### src/rtl/core/ps2_scan_set1_key_decoder_unit_defines.svh
// Assertion helpers used by the decoder unit.
`ifndef PS2_SCAN_SET1_KEY_DECODER_UNIT_DEFINES_SVH
`define PS2_SCAN_SET1_KEY_DECODER_UNIT_DEFINES_SVH

// Same-cycle implication, checked out of reset.
`define PS2S1_ASSERT_IMPL(label, clk, rst_n, ante, cons) \
  label: assert property (@(posedge clk) disable iff (!rst_n) (ante) |-> (cons)) \
    else $error("ps2s1 same-cycle check failed");

// Next-cycle implication, checked out of reset.
`define PS2S1_ASSERT_NEXT(label, clk, rst_n, ante, cons) \
  label: assert property (@(posedge clk) disable iff (!rst_n) (ante) |=> (cons)) \
    else $error("ps2s1 next-cycle check failed");

`endif

### src/rtl/core/ps2s1_pkg.sv
package ps2s1_pkg;

  // Key groups as seen on the result channel
  localparam logic [1:0] GRP_PLAIN = 2'd0;
  localparam logic [1:0] GRP_EXT   = 2'd1;
  localparam logic [1:0] GRP_PRINT = 2'd2;
  localparam logic [1:0] GRP_PAUSE = 2'd3;

  localparam logic [7:0] EXT_PREFIX = 8'hE0;
  localparam logic [6:0] CODE_MASK  = 7'h7F;

  // Special sequences
  localparam logic [2:0] PRINT_LEN = 3'd4;
  localparam logic [2:0] PAUSE_LEN = 3'd6;
  localparam logic [7:0] PMAKE_SEQ  [4] = '{8'hE0, 8'h2A, 8'hE0, 8'h37};
  localparam logic [7:0] PBREAK_SEQ [4] = '{8'hE0, 8'hB7, 8'hE0, 8'hAA};
  localparam logic [7:0] PAUSE_SEQ  [6] = '{8'hE1, 8'h1D, 8'h45, 8'hE1, 8'h9D, 8'hC5};

  // Plain code range limits
  localparam logic [6:0] PLAIN_LO  = 7'h01;
  localparam logic [6:0] PLAIN_HI  = 7'h53;
  localparam logic [6:0] PLAIN_F11 = 7'h57;
  localparam logic [6:0] PLAIN_F12 = 7'h58;

  // Sequence tracking state
  typedef struct packed {
    logic       ext;
    logic [2:0] pmake;
    logic [2:0] pbreak;
    logic [2:0] pause;
  } dec_state_t;

  // One decoded result
  typedef struct packed {
    logic       hit;
    logic [1:0] group;
    logic [6:0] code;
    logic       rel;
  } dec_res_t;

  function automatic logic plain_known(input logic [6:0] c);
    plain_known = (c >= PLAIN_LO && c <= PLAIN_HI) || c == PLAIN_F11 || c == PLAIN_F12;
  endfunction

  function automatic logic ext_known(input logic [6:0] c);
    case (c) inside
      7'h1C, 7'h1D, 7'h35, 7'h38,
      [7'h47:7'h49], 7'h4B, 7'h4D,
      [7'h4F:7'h53], [7'h5B:7'h5D]: ext_known = 1'b1;
      default:                      ext_known = 1'b0;
    endcase
  endfunction

endpackage

### src/rtl/core/ps2s1_ifs.sv
// Scan byte channel
interface ps2s1_byte_if;
  logic       valid;
  logic       ready;
  logic [7:0] scan_byte;

  modport source (output valid, output scan_byte, input ready);
  modport sink   (input valid, input scan_byte, output ready);
endinterface

// Decoded key channel
interface ps2s1_key_if;
  logic       valid;
  logic       ready;
  logic [1:0] key_group;
  logic [6:0] key_code;
  logic       is_release;

  modport source (output valid, output key_group, output key_code, output is_release,
                  input ready);
  modport sink   (input valid, input key_group, input key_code, input is_release,
                  output ready);
endinterface

### src/rtl/core/ps2_scan_set1_key_decoder_unit.sv
// Set-1 scan byte to key decoder.
// Path: input register, a single decode pass, then the result register.
// Throughput: one byte per cycle unless a byte with a result finds the output full.
// Bytes that decode to nothing leave no result and never wait on the result side.
// Reset: synchronous, active low; clears both valid flags, the E0 flag and all sequence counters.
`include "ps2_scan_set1_key_decoder_unit_defines.svh"

module ps2_scan_set1_key_decoder_unit (
  input logic           clk,
  input logic           rst_n,
  ps2s1_byte_if.sink    in_if,
  ps2s1_key_if.source   out_if
);
  import ps2s1_pkg::*;

  logic       in_vld_r;
  logic [7:0] byte_r;
  dec_state_t st_r, st_nxt;
  dec_res_t   res;
  logic       out_vld_r, out_vld_nxt;
  logic [1:0] group_r;
  logic [6:0] code_r;
  logic       rel_r;
  logic       advance, emit;

  ps2s1_decode u_decode (
    .scan_byte (byte_r),
    .st        (st_r),
    .st_nxt    (st_nxt),
    .res       (res)
  );

  // Handshake: the held byte moves on unless its result finds the output full
  assign advance     = in_vld_r && (!res.hit || !out_vld_r || out_if.ready);
  assign emit        = advance && res.hit;
  assign in_if.ready = !in_vld_r || advance;

  // Input register
  always_ff @(posedge clk) begin
    if (!rst_n) begin
      in_vld_r <= 1'b0;
    end else if (in_if.ready) begin
      in_vld_r <= in_if.valid;
    end
  end

  always_ff @(posedge clk) begin
    if (in_if.ready && in_if.valid) begin
      byte_r <= in_if.scan_byte;
    end
  end

  // Decoder state
  always_ff @(posedge clk) begin
    if (!rst_n) begin
      st_r <= '0;
    end else if (advance) begin
      st_r <= st_nxt;
    end
  end

  // Result register
  always_comb begin
    out_vld_nxt = out_vld_r;
    if (emit) begin
      out_vld_nxt = 1'b1;
    end else if (out_if.ready) begin
      out_vld_nxt = 1'b0;
    end
  end

  always_ff @(posedge clk) begin
    if (!rst_n) begin
      out_vld_r <= 1'b0;
    end else begin
      out_vld_r <= out_vld_nxt;
    end
  end

  always_ff @(posedge clk) begin
    if (emit) begin
      group_r <= res.group;
      code_r  <= res.code;
      rel_r   <= res.rel;
    end
  end

  assign out_if.valid      = out_vld_r;
  assign out_if.key_group  = group_r;
  assign out_if.key_code   = code_r;
  assign out_if.is_release = rel_r;

  // Checks
  `PS2S1_ASSERT_IMPL(a_seq_code_zero, clk, rst_n, out_vld_r && group_r[1], code_r == 7'd0)
  `PS2S1_ASSERT_NEXT(a_emit_clears, clk, rst_n, emit, {st_r.pmake, st_r.pbreak, st_r.pause} == 9'd0)
  `PS2S1_ASSERT_NEXT(a_prefix_flag, clk, rst_n, advance, st_r.ext == ($past(byte_r) == EXT_PREFIX))
  `PS2S1_ASSERT_IMPL(a_print_range, clk, rst_n, 1'b1, st_r.pmake < PRINT_LEN && st_r.pbreak < PRINT_LEN)

endmodule

### src/rtl/core/ps2s1_decode.sv
module ps2s1_decode (
  input  logic [7:0]             scan_byte,
  input  ps2s1_pkg::dec_state_t  st,
  output ps2s1_pkg::dec_state_t  st_nxt,
  output ps2s1_pkg::dec_res_t    res
);
  import ps2s1_pkg::*;

  logic       pm_ok, pb_ok, pa_ok;
  logic [2:0] pm_n, pb_n, pa_n;
  logic       pm_done, pb_done, pa_done;
  logic [6:0] low;

  assign low = scan_byte[6:0] & CODE_MASK;

  // Sequence counters: advance on match, else drop to zero
  always_comb begin
    pm_ok = (st.pmake  < PRINT_LEN) && (PMAKE_SEQ[st.pmake[1:0]]   == scan_byte);
    pb_ok = (st.pbreak < PRINT_LEN) && (PBREAK_SEQ[st.pbreak[1:0]] == scan_byte);
    pa_ok = (st.pause  < PAUSE_LEN) && (PAUSE_SEQ[st.pause]        == scan_byte);
    pm_n  = pm_ok ? st.pmake  + 3'd1 : 3'd0;
    pb_n  = pb_ok ? st.pbreak + 3'd1 : 3'd0;
    pa_n  = pa_ok ? st.pause  + 3'd1 : 3'd0;
    pm_done = pm_ok && pm_n == PRINT_LEN;
    pb_done = pb_ok && pb_n == PRINT_LEN;
    pa_done = pa_ok && pa_n == PAUSE_LEN;
  end

  // Result select: Pause first, then Print break, then Print make, then table lookup
  always_comb begin
    res = '0;
    if (pa_done) begin
      res.hit   = 1'b1;
      res.group = GRP_PAUSE;
    end else if (pb_done) begin
      res.hit   = 1'b1;
      res.group = GRP_PRINT;
      res.rel   = 1'b1;
    end else if (pm_done) begin
      res.hit   = 1'b1;
      res.group = GRP_PRINT;
    end else begin
      res.code = low;
      res.rel  = scan_byte[7];
      if (st.ext) begin
        res.hit   = ext_known(low);
        res.group = GRP_EXT;
      end else begin
        res.hit   = plain_known(low);
        res.group = GRP_PLAIN;
      end
    end
  end

  // Next state: any result clears the counters
  always_comb begin
    st_nxt.ext    = (scan_byte == EXT_PREFIX);
    st_nxt.pmake  = res.hit ? 3'd0 : pm_n;
    st_nxt.pbreak = res.hit ? 3'd0 : pb_n;
    st_nxt.pause  = res.hit ? 3'd0 : pa_n;
  end

endmodule
### src/flat_wrapper.sv
// flat-port wrapper written by rule: the top's interface ports become plain ports
module ps2_scan_set1_key_decoder_unit_flat import ps2s1_pkg::*;
  (clk, rst_n, in_if_valid, in_if_scan_byte, in_if_ready, out_if_valid, out_if_key_group, out_if_key_code, out_if_is_release, out_if_ready);
  ps2s1_byte_if in_if_i ();
  ps2s1_key_if out_if_i ();
  input logic clk;
  input logic rst_n;
  input wire logic [$bits(in_if_i.valid)-1:0] in_if_valid;
  input wire logic [$bits(in_if_i.scan_byte)-1:0] in_if_scan_byte;
  output wire logic [$bits(in_if_i.ready)-1:0] in_if_ready;
  output wire logic [$bits(out_if_i.valid)-1:0] out_if_valid;
  output wire logic [$bits(out_if_i.key_group)-1:0] out_if_key_group;
  output wire logic [$bits(out_if_i.key_code)-1:0] out_if_key_code;
  output wire logic [$bits(out_if_i.is_release)-1:0] out_if_is_release;
  input wire logic [$bits(out_if_i.ready)-1:0] out_if_ready;
  assign in_if_i.valid = in_if_valid;
  assign in_if_i.scan_byte = in_if_scan_byte;
  assign in_if_ready = in_if_i.ready;
  assign out_if_valid = out_if_i.valid;
  assign out_if_key_group = out_if_i.key_group;
  assign out_if_key_code = out_if_i.key_code;
  assign out_if_is_release = out_if_i.is_release;
  assign out_if_i.ready = out_if_ready;
  ps2_scan_set1_key_decoder_unit u_core (.clk(clk), .rst_n(rst_n), .in_if(in_if_i), .out_if(out_if_i));
endmodule
### config.mk
export PLATFORM = sky130hd
export DESIGN_NAME = ps2_scan_set1_key_decoder_unit_flat
export DESIGN_NICKNAME = d
export VERILOG_FILES = /design/src/rtl/core/ps2s1_pkg.sv /design/src/rtl/core/ps2s1_ifs.sv /design/src/rtl/core/ps2_scan_set1_key_decoder_unit.sv /design/src/rtl/core/ps2s1_decode.sv /design/src/flat_wrapper.sv
export VERILOG_INCLUDE_DIRS = /design/src /design/src/rtl/core
export SDC_FILE = /design/constraint.sdc
export NUM_CORES = 1
export LEC_CHECK = 0
export ABC_AREA = 1
export BUFFER_PORTS_ARGS = -buffer_cell sky130_fd_sc_hd__clkbuf_2
export CORE_MARGIN = 2
export CORE_UTILIZATION = 35
export DETAILED_ROUTE_END_ITERATION = 10
export PLACE_DENSITY = 0.56
export SETUP_SLACK_MARGIN = 0.4
export SLEW_MARGIN = 0
export SYNTH_ARGS = -nofsm -noshare
export SYNTH_HDL_FRONTEND = slang
export SYNTH_SLANG_ARGS = --single-unit
### constraint.sdc
create_clock -name clk -period 3.8 [get_ports clk]
set_input_delay 0.57 -clock clk [delete_from_list [all_inputs] [get_ports clk]]
set_output_delay 0.57 -clock clk [all_outputs]
set_load 0.01 [all_outputs]
Word-level counts from Yosys, hierarchy flattened
Memory sizes are Yosys's and may differ from the RTL's. Index checks and enable logic that the tools add are counted. W data, S select, Z words.

Register bits after elaboration: 30. ROM bits: 64. Input port bits: 12. Output and inout bits: 12. Word-level logic and storage cells: 93. Memories: 1.

Memories: (name not given) (depth 8, width 8, read ports 1, clocked after Yosys merged registers in 0, write ports 0, line ps2s1_decode.sv:20) `pa_ok = (st.pause < PAUSE_LEN) && (PAUSE_SEQ[st.pause] == scan_byte);`.

Add/subtract/negate cells: 3. Order comparisons: 13. Equality and inequality tests: 15. Mux-type cells: 23. Bitwise operators: 3. Reduce and logical (&&, ||, !) cells: 24.

Operators with widths (count): $mux W8 (6); $bmux W8 S2 (2); $mux W3 (10); $eq A7 B7 Y1 const B (4); $eq A8 B8 Y1 (3); $ge A7 B7 Y1 const B (3); $le A7 B7 Y1 const B (3); $eq A7 B5 Y1 const B (2); $eq A7 B6 Y1 const B (2); $logic_and A1 B1 Y1 (13); $add A3 B1 Y3 const B (3); $eq A3 B3 Y1 const B (3); $lt A3 B3 Y1 const B (3); $reduce_or A9 Y1 (1); $eq A8 B8 Y1 const B (1); $ge A7 B1 Y1 const B (1); $ge A3 B3 Y1 const B (2); $not A2 Y3 (2); $logic_or A1 B1 Y1 (5); $mux W1 (5); $ge A4 B4 Y1 const B (1); $not A3 Y4 (1); $logic_not A1 Y1 (3); $reduce_or A3 Y1 (1); $reduce_bool A2 Y1 (1).

Logic depth before layout (Yosys ltp)
Gate-level depths: netlist of run 1.

Word-level depth: 18. Depth in mapped cells: 15. Gate-level depth less buffers: 15.

Hierarchy
From an unflattened synthesis of run 1, not the netlist that was laid out.

Cell total of the unflattened synthesis: 276. Area total of the unflattened synthesis: 1953.1 µm².

Modules (own cells, without submodules): ps2_scan_set1_key_decoder_unit (times used 1, cells each 98, area each 1099.8 µm², seq. area each 780.7 µm²); ps2s1_decode (times used 1, cells each 178, area each 853.3 µm², seq. area each 0.0 µm²).

Least setup slack after synthesis of run 1
Ideal clock, no wire load.

Path type: register -> output. Start: reg u_core.st_r[1] (netlist bit). End: out in_if_ready. Data arrival time: 1531 ps. Required time: 3230 ps. Slack: 1699 ps. Cell stages (with the launch flop): 11. Path buffers: 0. Path through: dfxtp_1 > inv_1 > ha_1 > inv_1 > nand2_1 > nand2_1 > nand2_1 > nor2_1 > nand4_2 > nand3_4 > nand3_1.

Longest elaborated chain between the ends: 15. Elaborated cells on any way between the ends: 17. Classes of those cells: 1 x add/sub; 1 x order compare; 2 x eq/ne; 4 x mux; 1 x bitwise; 7 x reduce/logical; 1 x memory.

RTL lines: start: declaration (line ps2_scan_set1_key_decoder_unit.sv:18) `dec_state_t st_r, st_nxt;`; start signal: assignment (line ps2_scan_set1_key_decoder_unit.sv:58) `st_r <= st_nxt;`; $not A3 Y4 (implied by the code) (line ps2s1_decode.sv:20); $mem_v2 Z8 W8; $mux W8 (implied by the code) (2 in series) (line ps2s1_decode.sv:20); $eq A8 B8 Y1 (line ps2s1_decode.sv:20); $logic_and A1 B1 Y1 (line ps2s1_decode.sv:20); $mux W3 (line ps2s1_decode.sv:23) `pa_n = pa_ok ? st.pause + 3'd1 : 3'd0;`; $eq A3 B3 Y1 (line ps2s1_decode.sv:26) `pa_done = pa_ok && pa_n == PAUSE_LEN;`; $logic_and A1 B1 Y1 (*) (line ps2s1_decode.sv:26); $mux W3 (*) (line ps2s1_decode.sv:32) `if (pa_done) begin`; $logic_not A1 Y1 (*) (line ps2_scan_set1_key_decoder_unit.sv:34) `assign advance = in_vld_r && (!res.hit || !out_vld_r || out_if.ready);`; $logic_or A1 B1 Y1 (*) (2 in series) (line ps2_scan_set1_key_decoder_unit.sv:34); $logic_and A1 B1 Y1 (*) (line ps2_scan_set1_key_decoder_unit.sv:34); $logic_or A1 B1 Y1 (*) (line ps2_scan_set1_key_decoder_unit.sv:36) `assign in_if.ready = !in_vld_r || advance;`; end: declaration (line flat_wrapper.sv:10) `output wire logic [$bits(in_if_i.ready)-1:0] in_if_ready;`.

Mark *: on every way between the ends. The rest lies on a longest branch, timed or not. The select of a mux whose other input is x is not followed.

Worst setup path in the final report of run 1
Same ends and word-level chain as after synthesis.

==> results by group, run 1 <==
CTS
  • Clock sinks: 30
  • Htree depth: 2
  • Post_cts resized: 0
  • Post-CTS repair timing setup buffer count: 0
  • TritonCTS buffer count: 5
  • CTS Hold Bufs: 0
  • CTS Root Cell: clkbuf_8
  • Clock insertion delay at the later pin of the skew report: between 200 and 300 ps
  • CTS tree: yes
  • CTS clk-pin slew, worst paths: about 60 ps
  • Clock buffer depth: 2

Floorplan
  • Full die area: 6100 um2
  • Die height: around 78 um
  • Initial core utilization: 0.3692
  • Core area: approximately 5200 um2
  • # IOs: 24
  • Die Wd: 78.10 um
  • Rows: 26

Timing
  • Slew @ Worst Pin: between 400 and 500 ps
  • Unrepaired setup endpoints after global routing: false
  • Highest Clock Rate: between 0.3 and 0.4 GHz
  • Final setup fails: 0
  • Final setup TNS: 0 ps
  • Layout Skew: roughly 5.9 ps
  • Slew HR: 0.7209
  • Slew Viols, Final: 0
  • Final hold vios: 0
  • Final period utilization: 0.7235
  • Final Critical Period: about 2700 ps

Placement
  • Cells after DPL: approximately 350
  • HPWL Detailed: approximately 3300 um
  • Placer Congestion: 0.8850
  • Port buffer count: 23
  • Placed Area: ~2100 um2

Job
  • Max-Cap Viols: 0

Layout
  • Register Area: slightly below 800 um2
  • Final Util: 0.4094
  • Syn-to-layout area delta: 10.87%
  • Share of post-route cells with drive strength above 1: 0.1725
  • Fillers: between 500 and 600
  • Finished Layout Cells: approximately 350
  • N_diodes: 0
  • Final net count: 302
  • Area of the multi-input gates: ~940 um2
  • Cell area after layout: roughly 2100 um2

Worst setup path
  • CP Cell Sequence: inv_1 > ha_1 > inv_1 > nand2_1 > nand2_1 > nand2_1 > nor2_1 > nand4_2 > nand3_4 > nand3_1 > clkbuf_2
  • CP peak stage delay: between 400 and 500 ps
  • WS Path Type: reg2out
  • Critical Path AT: approximately 2200 ps
  • Worst-path maximum fanout: 6
  • CP dominant cell by count: nand2_1
  • Slowest-stage cell, CP: dfxtp_1
  • Critical path required time: about 3200 ps
  • Critical Path Sink Type: output port
  • Critical path startpoint category: register

Synth
  • Post-synth EDFFs: 18
  • Ys flop type: edfxtp_1
  • Synth area leader: edfxtp_1
  • Avg Cell Area, Syn: about 7.3 um2
  • Synth warn: 0
  • Synth top area share: 0.2813
  • Synth top cells by count: nand2_1 (76), nor2_1 (34), inv_1 (26), nand3_1 (19), edfxtp_1 (18)
  • Top-count cell post-synth: nand2_1
  • Post-synthesis cell type count: 28
  • Yosys reg bits: 30
  • FFs w/ async S/R, synth: 0
  • Part of the Yosys area used for sequential elements: 0.4063
  • Synthesized area: 1922 um2
  • Net Count, Synth: 282
  • Most area-consuming cells after synthesis: edfxtp_1 (28%), nand2_1 (15%), dfxtp_1 (13%)
  • Synth Instances: 263

GRT
  • Largest net degree at the start of global routing: 15
  • Vias in the first global route: approximately 1600
  • Initial antenna violation count: 0
  • Gr usage total: 0.1544
  • Total grt overflow: 0
  • First-pass GRT wire length: approximately 7400 um

Route
  • Final WL: 4312 um
  • ANT nets after route: 0
  • Average wire per standard cell: approximately 12 um
  • Vias/cell: approximately 4.8
  • Vias: 1687
  • Initial drt markers: 59
  • DRC: 0
  • Initial DRT Pass Iterations: 5

Pwr
  • Tot Pwr: a little over 700 uW
  • Worst VDD drop: 0.0001896 V
  • LEAKAGE: just under 1 nW
  • P per Cell Area: around 330 nW/um2

Worst hold path
  • Worst hold path class: in2reg

Outcome
  • Status: finished, final reports clean
[per-layer routing]
metal,routed length (um),vias to the layer above,global-route usage
met5,0,-,0
met3,255,10,0.05057
met4,55,0,0.05439
li1,-,883,-
met2,1942,44,0.2457
met1,2058,750,0.1964
[worst max-delay path, delay by kind of cell, from the launching register on]
family,cells,cell delay (ps)
buffers and inverters,3,350
adder cells (fa/ha/maj),1,330
AND/OR/NAND/NOR,7,780
flip-flops,1,430
[layout make-up]
class	count	area share
Clock buffer	8	0.03758
Inverter	34	0.06048
Multi-Input combinational cell	189	0.4404
Sequential cell	30	0.3664
Tap cell	70	0.04110
Timing Repair Buffer	23	0.05402
[flip-flops by register name, indices dropped and copies added, names as in the netlist]
register,flops
u_core.byte_r,8
u_core.in_vld_r,1
u_core.out_if.is_release,1
u_core.out_if.key_code,7
u_core.out_if.key_group,2
u_core.out_if.valid,1
u_core.st_r,10
[cell usage in the layout, fill, tap and decap left out]
cell type / count
nand2_2: 9
a21oi_1: 9
nand3_1: 19
dfxtp_1: 12
xor2_1: 2
nor3_1: 7
ha_1: 7
inv_2: 6
nand4_2: 1
nand4_1: 12
a21oi_2: 1
clkinv_1: 1
edfxtp_1: 18
nand2_4: 1
clkinv_2: 1
clkbuf_8: 5
clkbuf_2: 23
clkbuf_1: 3
nor4_1: 1
nand2_1: 76
nor2_2: 1
nand3_4: 1
inv_1: 26
xnor2_1: 3
o21ai_0: 3
o21ai_1: 2
nor2_1: 34
[path summary, 6_finish.rpt]
kind,startpoint,end,slack (ps),cells after the start
min reg2reg,u_core.st_r[5],u_core.st_r[5],480,2
max reg2reg,u_core.st_r[1],u_core.out_if.key_code[3],1430,11
max,u_core.st_r[1],in_if_ready,1050,11
min,in_if_scan_byte[6],u_core.byte_r[6],460,1
[stage by stage]
step                      hold slack, ps  setup slack (ps)
final                              455.5              1051
after detailed placement           471.2              1366
after global routing               442.6             868.5
after floorplan                    444.5              1699
after global placement             458.1              1375
after CTS                          450.7              1050
[cell families (layout without fill, tap and decap cells)]
kind of cell,Yosys count,count (layout),share of synthesized area
AND/OR/NAND/NOR,162,162,0.3789
buffers and inverters,44,65,0.1055
flip-flops,30,30,0.4063
AO/OA/AOI/OAI,15,15,0.04101
adder cells (fa/ha/maj),7,7,0.04557
XOR/XNOR,5,5,0.02279
[power by group]
group	internal (mW)	switching, mW
Sequential	0.361	0.0199
Clock	0.130	0.113
Combinational	0.0322	0.0566
Power figures use the tool's default switching activity.
==> run 2, diff against run 1 <==
- ABC_AREA: 1 -> 0
- clock period: 3.8 -> 2.7 ns (I/O delays scaled with it)
==> results by group, run 2 <==
Synth
  • Post-synthesis cell type count: a little over 50
  • Post-synth EDFFs: 18
  • Most area-consuming cells after synthesis: edfxtp_1 (32%), dfxtp_1 (14%), ha_1 (5.1%)
  • Synth top cells by count: edfxtp_1 (18), dfxtp_1 (12), inv_1 (12), nor2_1 (10)
  • Part of the Yosys area used for sequential elements: 0.4581
  • FFs w/ async S/R, synth: 0
  • Net Count, Synth: 190
  • Synth top area share: 0.3172
  • Synthesized area: between 1500 and 2000 um2
  • Yosys reg bits: 30
  • Synth Instances: about 170
  • Top-count cell post-synth: edfxtp_1
  • Ys flop type: edfxtp_1
  • Synth area leader: edfxtp_1
  • Synth warn: 0
  • Avg Cell Area, Syn: between 9 and 10 um2

GRT
  • Met3 usage: 0.04252
  • Grt met2 use: 0.2887
  • Gr usage total: 0.1680
  • First-pass GRT wire length: a little under 7000 um
  • Largest net degree at the start of global routing: 14
  • Layer with the highest usage: met2
  • Total grt overflow: 0
  • Initial antenna violation count: 0
  • Met1 usage: 0.1882
  • Vias in the first global route: approximately 1500

Route
  • Vias: about 1500
  • Initial DRT Pass Iterations: 4
  • Initial drt markers: 60
  • Average wire per standard cell: ~15 um
  • Final WL: 4122 um
  • DRC: 0
  • ANT nets after route: 0
  • Vias/cell: 5.293

Outcome
  • Status: finished, violations left
  • Violated checks: setup timing

Layout
  • Max reg flops: 10
  • Final net count: 234
  • N_diodes: 0
  • Top reg by flops: u_core.st_r
  • Fillers: about 430
  • Final Util: 0.4882
  • Commonest non-fill, non-tap cells in the layout: clkbuf_2 (22), edfxtp_1 (18), buf_4 (17)
  • Syn-to-layout area delta: 35.32%
  • Share of post-route cells with drive strength above 1: 0.3750
  • Commonest non-fill, non-tap cell in the layout: clkbuf_2

Floorplan
  • Die height: roughly 74 um
  • Rows: 25
  • # IOs: 24
  • Full die area: 5443 um2
  • Core area: between 4000 and 5000 um2
  • Initial core utilization: 0.3608
  • Die Wd: around 74 um

Timing
  • Final hold vios: 0
  • Final period utilization: 1.035
  • Slew @ Worst Pin: between 600 and 700 ps
  • Final setup fails: 11
  • Final Critical Period: about 2800 ps
  • Layout Skew: 6.176 ps
  • Slew Viols, Final: 0
  • Hold slack: between 300 and 400 ps
  • Unrepaired setup endpoints after global routing: true
  • Highest Clock Rate: between 0.3 and 0.4 GHz
  • Slew HR: 0.5967
  • Worst setup margin: -93.33 ps

Worst setup path
  • WS Path Type: reg2out
  • Critical Path Sink Type: output port
  • Critical Path AT: 2390 ps
  • Worst-path maximum fanout: 2
  • Critical path required time: approximately 2300 ps
  • Worst Setup SP: u_core.st_r[4]
  • Critical path startpoint category: register
  • Worst r2r src: u_core.st_r[4]

CTS
  • CTS clk-pin slew, worst paths: 60 ps
  • CTS tree: yes
  • Clock buffer depth: 2
  • Clock insertion delay at the later pin of the skew report: between 200 and 300 ps
  • CTS Hold Bufs: 0
  • Clock sinks: 30
  • CTS Root Cell: clkbuf_8
  • TritonCTS buffer count: 5
  • Htree depth: 2

Worst hold path
  • Hold Path Origin: in_if_scan_byte[6]
  • Worst hold path class: in2reg

Pwr
  • LEAKAGE: between 0.9 and 1 nW
  • Worst VDD drop: 0.0002643 V
  • Combinational Power Share: 0.135
  • Switching share of total power: 0.2487
  • Clock power frac: 0.342
  • Power Internal: approximately 740 uW
  • Seq pwr share: 0.523
  • Sw Pwr: 245.7 uW
  • P per Cell Area: 428.4 nW/um2

Job
  • Max-Cap Viols: 0

Placement
  • HPWL Detailed: ~2900 um
  • Port buffer count: 23
  • Placer Congestion: around 0.83
run 2: cell count changes after synthesis, sizes merged, moves of 4 or more:
cell,previous run,this run
nor2,35,10
nand4,13,5
buf,10,4
nand3,20,5
nor2b,0,6
a21boi,0,4
clkbuf,0,7
inv,32,12
a21oi,10,5
and2,0,6
nand2,86,10
o21ai,5,9
run 2: worst max-delay path, cell delays in order, from the launching register on:
cell	delay [ps]
dfxtp_2	330
inv_2	50
ha_4	150
or4_4	470
a2111o_1	400
o22a_1	240
o31a_4	150
nand2_8	80
nand3_4	80
buf_6	150
run 2: logic make-up (layout without fill, tap and decap cells):
family / after synthesis / in the layout / share of synthesized area
AO/OA/AOI/OAI: 42 / 42 / 0.1836
XOR/XNOR: 3 / 3 / 0.01542
adder cells (fa/ha/maj): 7 / 7 / 0.05139
buffers and inverters: 23 / 68 / 0.05947
flip-flops: 30 / 30 / 0.4582
multiplexers: 2 / 2 / 0.01175
AND/OR/NAND/NOR: 64 / 64 / 0.2203
run 2: layout make-up:
class,count,area [um2],area share
multi-input combinational,118,955.9,0.4145
sequential,30,787.0,0.3413
timing repair buffer,48,351.6,0.1525
tap,67,83.83,0.03635
clock buffer,6,72.57,0.03147
inverter,12,45.04,0.01953
clock inverter,2,10.01,0.004341
run 2: per-layer routing:
metal	vias to the layer above	routed length [um]	share of wire
li1	717	-	-
met1	711	1725	0.42
met2	58	2066	0.50
met3	12	198	0.048
met4	0	131	0.032
met5	-	0	0
run 2: through the flow:
step	cell area (um2)	worst slack [ps]	cells	power, mW	setup TNS [ps]
2_1_floorplan	1724	190.8	171	0.5900	0
3_3_place_gp	1927	147.0	258	0.6234	0
3_5_place_dp	1927	62.02	258	0.6256	0
4_1_cts	2125	-158.2	275	0.9779	-905.9
5_1_grt	2306	-154.9	283	1.032	-1102
6_report	2306	-93.33	283	0.9879	-247.4
run 2: power groups by stage:
stage               Sequential, mW  Combinational, mW  Clock [mW]
detailed placement           0.526             0.0991           0
CTS                          0.516              0.110       0.352
global placement             0.526             0.0976           0
global route                 0.519              0.145       0.368
floorplan                    0.521             0.0685           0
finish                       0.517              0.133       0.338
run 2: worst paths after layout:
path / end / slack, ps / cells past startpoint
max: in_if_ready / -90 / 9
min: u_core.byte_r[6] / 300 / 1
max reg2reg: u_core.out_if.key_code[4] / -20 / 12
min reg2reg: u_core.st_r[5] / 510 / 1
run 2: repair_timing:
| item | 4_1_cts | 5_1_grt |
|---|---|---|
| setup buffers | 9 | 8 |
| setup endpoints to repair | 29 | 40 |
| gates resized for setup | 8 | 27 |
| pin swaps | 8 | 15 |
| gates cloned | 0 | 0 |
==> run 3, diff against run 2 <==
- PLACE_DENSITY: 0.56 -> 0.6
- SKIP_LAST_GASP: unset -> 1
==> results by group, run 3 (same netlist as run 2, synthesis figures left out) <==
Timing
  • Slew @ Worst Pin: 895.5 ps
  • Layout Skew: approximately 5.2 ps
  • Slew HR: 0.4002
  • Unrepaired setup endpoints after global routing: true
  • Final setup TNS: -3952 ps
  • Worst setup margin: -217.1 ps
  • Final setup fails: 24
  • Highest Clock Rate: 0.3428 GHz
  • Final Critical Period: 2917 ps
  • Final period utilization: 1.080
  • Slew Viols, Final: 0
  • Final hold vios: 0

Route
  • ANT nets after route: 0
  • Initial drt markers: approximately 150
  • Vias/cell: 4.984
  • Initial DRT Pass Iterations: 4
  • DRC: 0
  • Vias: around 1500
  • Final WL: approximately 4400 um
  • Average wire per standard cell: around 14 um

Placement
  • Placed Area: between 1500 and 2000 um2
  • Place WS: approximately 43 ps
  • Port buffer count: 23
  • Placer Congestion: roughly 0.8
  • HPWL Detailed: 2619 um

Layout
  • Syn-to-layout area delta: 49.85%
  • Commonest non-fill, non-tap cell in the layout: buf_4
  • Cell area after layout: 2554 um2
  • Final Util: 0.5407
  • N_diodes: 0
  • Top reg by flops: u_core.st_r
  • Share of post-route cells with drive strength above 1: 0.4625
  • Final net count: 258
  • Commonest non-fill, non-tap cells in the layout: buf_4 (31), clkbuf_2 (22), edfxtp_1 (18)
  • Max reg flops: 10

Worst hold path
  • Hold Path Depth: 1
  • Hold path endpoint: u_core.byte_r[6]
  • Hold Path Origin: in_if_scan_byte[6]
  • Worst hold path class: in2reg

Floorplan
  • Die Wd: 73.78 um
  • Die height: 73.78 um
  • Core area: approximately 4700 um2
  • Initial core utilization: 0.3608
  • Rows: 25
  • Full die area: roughly 5400 um2
  • # IOs: 24

CTS
  • TritonCTS buffer count: 5
  • CTS Root Cell: clkbuf_8
  • Clock buffer depth: 2
  • CTS Hold Bufs: 0
  • CTS tree: yes
  • Htree depth: 2
  • CTS clk-pin slew, worst paths: approximately 60 ps
  • Clock sinks: 30
  • Clock insertion delay at the later pin of the skew report: roughly 280 ps

Worst setup path
  • Critical path startpoint category: register
  • Critical Path Sink Type: output port
  • Reg2reg path depth: 13
  • WS Path Type: reg2out
  • Critical Path AT: 2510 ps
  • Register-to-Register Setup Slack: -200 ps
  • Reg-to-Reg End: u_core.out_if.is_release
  • Worst Setup SP: u_core.st_r[4]
  • Critical path required time: about 2300 ps
  • Worst r2r src: u_core.st_r[4]
  • Worst-path maximum fanout: 2

GRT
  • Vias in the first global route: 1391
  • First-pass GRT wire length: 6603 um
  • Initial antenna violation count: 0
  • Gr usage total: 0.1617
  • Total grt overflow: 0
  • Largest net degree at the start of global routing: 14

Pwr
  • Worst VDD drop: 0.0002611 V
  • LEAKAGE: about 1.0 nW
  • P per Cell Area: approximately 420 nW/um2

Outcome
  • Status: finished, violations left
  • Violated checks: setup timing

Job
  • Max-Cap Viols: 0
run 3: worst max path at each step:
stage               slack (ps)                        to  depth (start not counted)
global route              -270               in_if_ready                         10
floorplan                  190  u_core.out_if.is_release                          9
detailed placement          40               in_if_ready                         10
global placement           100          u_core.byte_r[2]                          7
CTS                       -230               in_if_ready                         10
finish                    -220               in_if_ready                         10
run 3: layout make-up:
type	count	area, um2
clock buffers	6	82.58
flip-flops and latches	30	789.5
clock inverters	2	12.51
multi-input cells	118	947.2
repair buffers	72	590.6
well taps	67	83.83
fillers	408	2170
inverters	12	47.55
run 3: per-stage QoR:
step	cells	hold slack (ps)	power [mW]
2_1_floorplan	171	433.9	0.5900
3_3_place_gp	265	457.5	0.6293
3_5_place_dp	265	456.0	0.6305
4_1_cts	293	285.9	1.049
5_1_grt	307	286.5	1.109
6_report	307	294.9	1.066
run 3: power by group:
| group | switching, mW | total [mW] | internal [mW] |
|---|---|---|---|
| registers | 0.0140 | 0.515 | 0.501 |
| logic | 0.0782 | 0.173 | 0.0946 |
| clock network | 0.174 | 0.379 | 0.204 |
run 3: what timing repair did:
item	in CTS	in global routing
pin swaps	18	18
gates cloned	1	0
endpoints found under the hold margin	0	0
setup endpoints to repair	36	40
setup buffers	19	14
gates resized for setup	25	27
run 3: routing by layer:
metal | vias up | GRT usage | wire, um
li1 | 770 | - | -
met2 | 36 | 0.2679 | 2210
met3 | 11 | 0.03841 | 149
met1 | 713 | 0.1997 | 1885
met4 | 0 | 0.06869 | 106
met5 | - | 0 | 0
run 3: worst max-delay path, cell delays in order, from the launching register on:
cell,delay (ps)
dfxtp_2,340
inv_2,50
ha_4,150
or4_4,480
a2111o_1,430
o22a_1,260
o31a_4,140
nand2_4,70
buf_6,100
nand3_4,70
buf_6,150
